## src/hw/rtl/gmss_pkg.sv

```systemverilog
// Shared types and constants of the grouped mean and deviation statistics core.
// Used by the controller, the datapath and the top level; depends on nothing.
`timescale 1ns / 1ps
`default_nettype none

package gmss_pkg;

    localparam int MAX_CATEGORIES_DEF = 8;
    localparam int MAX_ITEMS_DEF      = 1024;

    localparam int CAT_W      = 3;
    localparam int PRED_W     = 24;
    localparam int MEAN_W     = 24;
    localparam int SD_W       = 24;
    localparam int CFG_W      = 4;
    localparam int CFG_IDX_W  = 1;
    localparam int USED_RESET = 2;

    typedef enum logic [CFG_IDX_W-1:0] {
        REG_CATEGORIES = 1'b0,
        REG_UNBIASED   = 1'b1
    } reg_index_t;

    typedef enum logic [3:0] {
        ST_LOAD,
        ST_SCAN1,
        ST_DRAIN1,
        ST_MEAN,
        ST_MEAN_WAIT,
        ST_SCAN2,
        ST_DRAIN2,
        ST_ROW,
        ST_VAR_WAIT,
        ST_ROOT_WAIT,
        ST_EMIT
    } state_t;

    typedef struct packed {
        logic store_wr;
        logic scan_clear;
        logic scan_step;
        logic pass2;
        logic cat_clear;
        logic cat_next;
        logic mean_zero;
        logic mean_div;
        logic mean_write;
        logic var_div;
        logic root_start;
        logic out_load;
        logic batch_clear;
    } cmd_t;

    typedef struct packed {
        logic scan_end;
        logic pipe_idle;
        logic div_busy;
        logic root_busy;
        logic cat_empty;
        logic var_skip;
        logic cat_last;
        logic out_free;
    } status_t;

endpackage

`default_nettype wire

```

## src/hw/rtl/gmss_ctrl.sv

```systemverilog
// Controller state machine: sequences loading, both scans, the per-category
// divides and roots, and the emission of result rows. Uses gmss_pkg.
`timescale 1ns / 1ps
`default_nettype none

module gmss_ctrl (
    input  wire logic              clk,
    input  wire logic              rst_n,
    input  wire logic              in_valid,
    input  wire logic              batch_end,
    input  wire gmss_pkg::status_t status,
    output logic                   in_ready,
    output gmss_pkg::cmd_t         cmd
);

    gmss_pkg::state_t state_reg;
    gmss_pkg::state_t state_next;

    always_ff @(posedge clk or negedge rst_n)
    begin
        if (!rst_n)
        begin
            state_reg <= gmss_pkg::ST_LOAD;
        end
        else
        begin
            state_reg <= state_next;
        end
    end

    always_comb
    begin
        state_next = state_reg;
        cmd        = '0;
        in_ready   = 1'b0;
        unique case (state_reg)
            gmss_pkg::ST_LOAD:
            begin
                in_ready = 1'b1;
                if (in_valid)
                begin
                    cmd.store_wr = 1'b1;
                    if (batch_end)
                    begin
                        cmd.scan_clear = 1'b1;
                        state_next     = gmss_pkg::ST_SCAN1;
                    end
                end
            end
            gmss_pkg::ST_SCAN1:
            begin
                if (!status.scan_end)
                begin
                    cmd.scan_step = 1'b1;
                end
                else
                begin
                    state_next = gmss_pkg::ST_DRAIN1;
                end
            end
            gmss_pkg::ST_DRAIN1:
            begin
                if (status.pipe_idle)
                begin
                    cmd.cat_clear = 1'b1;
                    state_next    = gmss_pkg::ST_MEAN;
                end
            end
            gmss_pkg::ST_MEAN:
            begin
                if (status.cat_empty)
                begin
                    cmd.mean_zero = 1'b1;
                    if (status.cat_last)
                    begin
                        cmd.scan_clear = 1'b1;
                        state_next     = gmss_pkg::ST_SCAN2;
                    end
                    else
                    begin
                        cmd.cat_next = 1'b1;
                    end
                end
                else
                begin
                    cmd.mean_div = 1'b1;
                    state_next   = gmss_pkg::ST_MEAN_WAIT;
                end
            end
            gmss_pkg::ST_MEAN_WAIT:
            begin
                if (!status.div_busy)
                begin
                    cmd.mean_write = 1'b1;
                    if (status.cat_last)
                    begin
                        cmd.scan_clear = 1'b1;
                        state_next     = gmss_pkg::ST_SCAN2;
                    end
                    else
                    begin
                        cmd.cat_next = 1'b1;
                        state_next   = gmss_pkg::ST_MEAN;
                    end
                end
            end
            gmss_pkg::ST_SCAN2:
            begin
                cmd.pass2 = 1'b1;
                if (!status.scan_end)
                begin
                    cmd.scan_step = 1'b1;
                end
                else
                begin
                    state_next = gmss_pkg::ST_DRAIN2;
                end
            end
            gmss_pkg::ST_DRAIN2:
            begin
                if (status.pipe_idle)
                begin
                    cmd.cat_clear = 1'b1;
                    state_next    = gmss_pkg::ST_ROW;
                end
            end
            gmss_pkg::ST_ROW:
            begin
                if (status.var_skip)
                begin
                    state_next = gmss_pkg::ST_EMIT;
                end
                else
                begin
                    cmd.var_div = 1'b1;
                    state_next  = gmss_pkg::ST_VAR_WAIT;
                end
            end
            gmss_pkg::ST_VAR_WAIT:
            begin
                if (!status.div_busy)
                begin
                    cmd.root_start = 1'b1;
                    state_next     = gmss_pkg::ST_ROOT_WAIT;
                end
            end
            gmss_pkg::ST_ROOT_WAIT:
            begin
                if (!status.root_busy)
                begin
                    state_next = gmss_pkg::ST_EMIT;
                end
            end
            gmss_pkg::ST_EMIT:
            begin
                if (status.out_free)
                begin
                    cmd.out_load = 1'b1;
                    if (status.cat_last)
                    begin
                        cmd.batch_clear = 1'b1;
                        state_next      = gmss_pkg::ST_LOAD;
                    end
                    else
                    begin
                        cmd.cat_next = 1'b1;
                        state_next   = gmss_pkg::ST_ROW;
                    end
                end
            end
            default:
            begin
                state_next = gmss_pkg::ST_LOAD;
            end
        endcase
    end

endmodule

`default_nettype wire

```

## config.mk

```make
export PLATFORM = sky130hd
export DESIGN_NAME = gmss_ctrl
export DESIGN_NICKNAME = d
export VERILOG_FILES = /design/src/hw/rtl/gmss_pkg.sv /design/src/hw/rtl/gmss_ctrl.sv
export SDC_FILE = /design/constraint.sdc
export NUM_CORES = 1
export LEC_CHECK = 0
export BUFFER_PORTS_ARGS = -buffer_cell sky130_fd_sc_hd__buf_2
export CORE_AREA = 10 10 47 49
export CTS_BUF_LIST = sky130_fd_sc_hd__clkbuf_4 sky130_fd_sc_hd__clkbuf_8
export DETAILED_ROUTE_END_ITERATION = 8
export DIE_AREA = 0 0 57 59
export PLACE_DENSITY = 0.68
export SLEW_MARGIN = 20
export SYNTH_ARGS = -nofsm -noshare
export SYNTH_HDL_FRONTEND = slang
export SYNTH_SLANG_ARGS = --single-unit
```

## constraint.sdc

```tcl
create_clock -name clk -period 2.2 [get_ports clk]
set_input_delay 0.22 -clock clk [delete_from_list [all_inputs] [get_ports clk]]
set_output_delay 0.22 -clock clk [all_outputs]
set_load 0.02 [all_outputs]
```

# Yosys cells after proc, flatten, opt, wreduce, memory -nomap -nowiden
# Index checks and enable logic that the tools add are counted.
dict set report op_classes {
  add_sub_neg 0
  n_lt_le_gt_ge 0
  bitwise_logic 0
  n_reduce_logical 4
  n_mux 43
  div 0
  shift 0
  eq_ne 21
  n_mul 0
}
# cell n
set ops {}
lappend ops {{$mux 4} 12}
lappend ops {{$pmux 4 s11} 1}
lappend ops {{$mux 1} 20}
lappend ops {{$ne 2x2->1 const B} 10}
lappend ops {{$eq 4x3->1 const B} 4}
lappend ops {{$eq 4x4->1 const B} 3}
lappend ops {{$mux 2} 6}
lappend ops {{$reduce_and 11->1} 1}
lappend ops {{$eq 4x2->1 const B} 2}
lappend ops {{$mux 3} 2}
lappend ops {{$pmux 1 s3} 2}
lappend ops {{$eq 4x1->1 const B} 1}
lappend ops {{$logic_not 4->1} 1}
lappend ops {{$reduce_or 2->1} 2}
lappend ops {{$ne 3x3->1 const B} 1}
dict set report totals {
  mem_count 0
  input_bits 12
  ramBits 0
  latch_bits 0
  regBits 4
  rom_bits 0
  word_cells 69
  output_inout_bits 14
}

# Depth between registers and ports, before layout
dict set report depth {
  depth_word 3
  depth_mapped 6
}

# Least setup slack after synthesis
# OpenSTA, ideal clock, no wires.
dict set report synth_timing {
  kind {reg2reg}
  startpoint {reg state_reg[0]}
  endpoint {reg state_reg[2]}
  arrival_time_ps 1664
  slack_ps 408
  path_stages_with_launch 7
  setup_ps 128
  required_time_ps 2072
  path_cell_list {dfrtp_1 -> buf_4 -> nor4_2 -> a32oi_1 -> o2111ai_2 -> mux2i_1 -> nand3_1}
}
dict set report synth_between {
  elab_chain_len 3
  elab_cells_between_ends 24
  classes_between {eq/ne: 21; mux: 1; reduce/logical: 2}
}
# item line
set synth_rtl {}
lappend synth_rtl {{from (decl)} gmss_ctrl.sv:16} ;# gmss_pkg::state_t state_reg;
lappend synth_rtl {{from (signal assigned)} gmss_ctrl.sv:23} ;# state_reg <= gmss_pkg::ST_LOAD;
lappend synth_rtl {{from (signal assigned)} gmss_ctrl.sv:27} ;# state_reg <= state_next;
lappend synth_rtl {{$eq 4x2->1 (tied with other cells)} gmss_ctrl.sv:36} ;# unique case (state_reg)
lappend synth_rtl {{$ne 3x3->1 (no line) or $ne 2x2->1 (tied branches)} n/a}
lappend synth_rtl {{$reduce_and 11->1 (no line)} n/a}
# Parallel ways exist; a longest one is shown, timed or not.
# A chain may end at the register's enable or synchronous reset.

==> flow_summary_export.csv <==
group,metric,value,unit
final_layout,syn_to_final_growth,31.1,%
timing,max_freq,479,MHz
cts,cts_inserted_buffers,3,
power,worst_ir_drop_vdd,891,uV
worst_setup_path,cp_top_family,"simple AND/OR/NAND/NOR gates",
timing,worst_slew_pin_slew,0.413,ns
final_layout,fill_cells,154,
synth,async_flop_share,100,%
worst_setup_path,cp_cell_sequence,"or2b_1 > or4_1 > a21oi_1 > a31o_2 > buf_2",
timing,clock_skew,0.00485,ns
detailed_routing,drt_pass1_iterations,3,
synth,synth_edf_count,0,
detailed_routing,drtIter0Drc,9,
timing,fin_crit_sh,94.9,%
detailed_routing,post_drt_via_cell_ratio,5.21,
floorplanning,dieArea,3360,um^2
final_layout,seqCellArea,101,um^2
synth,ys_ff_latch,4,
cts,cts.clk_slew.worst_paths,0.04,ns
final_layout,final_common_cell,"buf_2",
power,p_leak,0.356,nW
power,p_per_area,1380,nW/um^2
worst_setup_path,crit_path_max_fanout,8,
timing,finalWorstPathRequiredPeriod,2.09,ns
final_layout,n_antenna_cell,0,
floorplanning,dieHeight,59,um
final_layout,multi_input_area,334,um^2
detailed_routing,finalWirelength,1.39,mm
synth,yosysSeqAreaShare,20.4,%
cts,cts_tree,"built",
detailed_routing,remaining_drc_errors,0,
timing,finalSetupViolations,0,
power,swShare,50.9,%
global_routing,gr-total-overflow,0,
placed_design,io_buffers,25,
synth,syn_avg_cell_area,7.66,um^2
global_routing,track_usage,8.37,%
power,clkPwrFrac,10.0,%
worst_setup_path,critPathMaxStageDelay,0.46,ns
synth,synth_cell_type_count,33,
synth,synth_nets,76,
worst_setup_path,path_class,"register to output port",
floorplanning,rows,14,
cts,cts.sinks,4,
power,p_comb_share,67.9,%
floorplanning,ios,26,
final_layout,finalNetCount,105,
cts,clock_latency,0.23,ns
timing,slew_headroom,72.3,%
cts,h-tree-depth,1,
final_layout,final_core_util,45.9,%
worst_setup_path,crit_buf_inv,1,
timing,hold_viol,0,
floorplanning,fp.coreArea,1400,um^2
worst_setup_path,r2r_setup_slack,0.46,ns
power,p_switching,452,uW
final_layout,final_cell_mix,"buf_2 (25), nor2_1 (8), a21oi_1 (6)",
worst_setup_path,cp.required,1.98,ns
cts,cts-root-buf,"clkbuf_4",
worst_setup_path,slowest_stage,"or4_1",
synth,synth_ff_type,"dfrtp_1",
status,outcome,"finished clean",
power,p_int,435,uW
global_routing,grt_max_degree,16,
worst_setup_path,worstPathArrival,1.87,ns
power,power,887,uW
global_routing,grt_antenna_before_repair,0,
timing,rsz0062_at_grt,"no",
worst_setup_path,start_kind,"register",
placed_design,gp_congestion,0.832,
timing,fin_setup_tns,0,ns
synth,ys_warn_count,0,
min_path,hp-class,"input pin to asynchronous set/reset pin",
timing,drv_slew,0,
floorplanning,die_x,57,um
final_layout,largest_reg_flops,4,
synth,synthesis.area,490,um^2
cts,cts_buffer_depth,2,
detailed_routing,ant_nets,0,
final_layout,layout-drive-gt1-share,41.8,%
detailed_routing,route.vias.total,558,
power,power_frac_seq,22.1,%
synth,syn_inst,64,
worst_setup_path,endpoint_kind,"output port",
global_routing,grt_pass1_wl,2.36,mm
detailed_routing,wl_per_cell,13.0,um
run,cap_violations,0,
global_routing,grt_pass1_vias,546,
placed_design,dp_hpwl,1.13,mm
floorplanning,initial_core_util,35.0,%
-- Yosys cell counts, types with 2 or more instances --
cell / count / area (um^2)
dfrtp_1: 4 / 100
and3b_1: 2 / 17.5
o21ai_0: 4 / 20.0
and2b_1: 2 / 15.0
nor2_1: 8 / 30.0
buf_6: 3 / 33.8
nand3_1: 2 / 10.0
nand2_1: 4 / 15.0
inv_1: 4 / 15.0
nor3_1: 2 / 10.0
nor2b_1: 2 / 12.5
a21oi_1: 6 / 30.0
-- path summary, 6_finish.rpt --
check / start / depth (start not counted) / endpoint
min in group clk: status[3] / 3 / state_reg[0]
hold reg to reg: state_reg[3] / 2 / state_reg[3]
max in group asynchronous: rst_n / 2 / state_reg[2]
hold / removal: rst_n / 2 / state_reg[3]
setup / recovery: state_reg[2] / 5 / cmd[11]
setup reg to reg: state_reg[3] / 6 / state_reg[2]
-- cell families after synthesis --
family | share of synthesized area, %
mux | 2.04
buf+inv | 11.5
xor+xnor | 1.79
flops | 20.4
compound gates | 23.2
simple gates | 41.1
-- power by group through the flow --
| stage | Clock [mW] | Sequential [mW] | Combinational, mW |
|---|---|---|---|
| after global placement | 0 | 0.190 | 0.599 |
| after global routing | 0.0980 | 0.206 | 0.670 |
| after CTS | 0.0925 | 0.192 | 0.605 |
| after detailed placement | 0 | 0.192 | 0.599 |
| after floorplan | 0 | 0.150 | 0.531 |
| final | 0.0888 | 0.196 | 0.602 |
-- layer usage --
metal  GRT usage, %  part of all wire, %
met1           8.98                   41
met3           4.08                  6.4
met2           14.9                   52
met5              0                    0
met4           1.01                    0
-- metrics by stage --
| stage | hold slack, ns | instance area [um^2] | instances | worst slack [ns] |
|---|---|---|---|---|
| 5_1_grt | 0.329 | 643 | 107 | 0.0340 |
| 6_report | 0.316 | 643 | 107 | 0.111 |
| 3_5_place_dp | 0.0268 | 609 | 103 | 0.335 |
| 2_1_floorplan | -0.0756 | 490 | 64 | 0.408 |
| 3_3_place_gp | 0.0264 | 609 | 103 | 0.377 |
| 4_1_cts | 0.311 | 642 | 107 | 0.0568 |
-- repair_timing --
item / CTS / global route
setup endpoints to repair: 0 / 1
endpoints found under the hold margin: 4 / 0
hold buffers: 1 / 0
setup buffers: 0 / 0
resized for setup: 0 / 1
-- cell type report --
| class | instances | share of cell area [%] |
|---|---|---|
| Clock buffer | 3 | 3.50 |
| Inverter | 4 | 2.33 |
| Multi-Input combinational cell | 52 | 51.9 |
| Sequential cell | 4 | 15.8 |
| Tap cell | 16 | 3.11 |
| Timing Repair Buffer | 28 | 23.3 |
No activity file was read; power rests on OpenSTA's default activity.
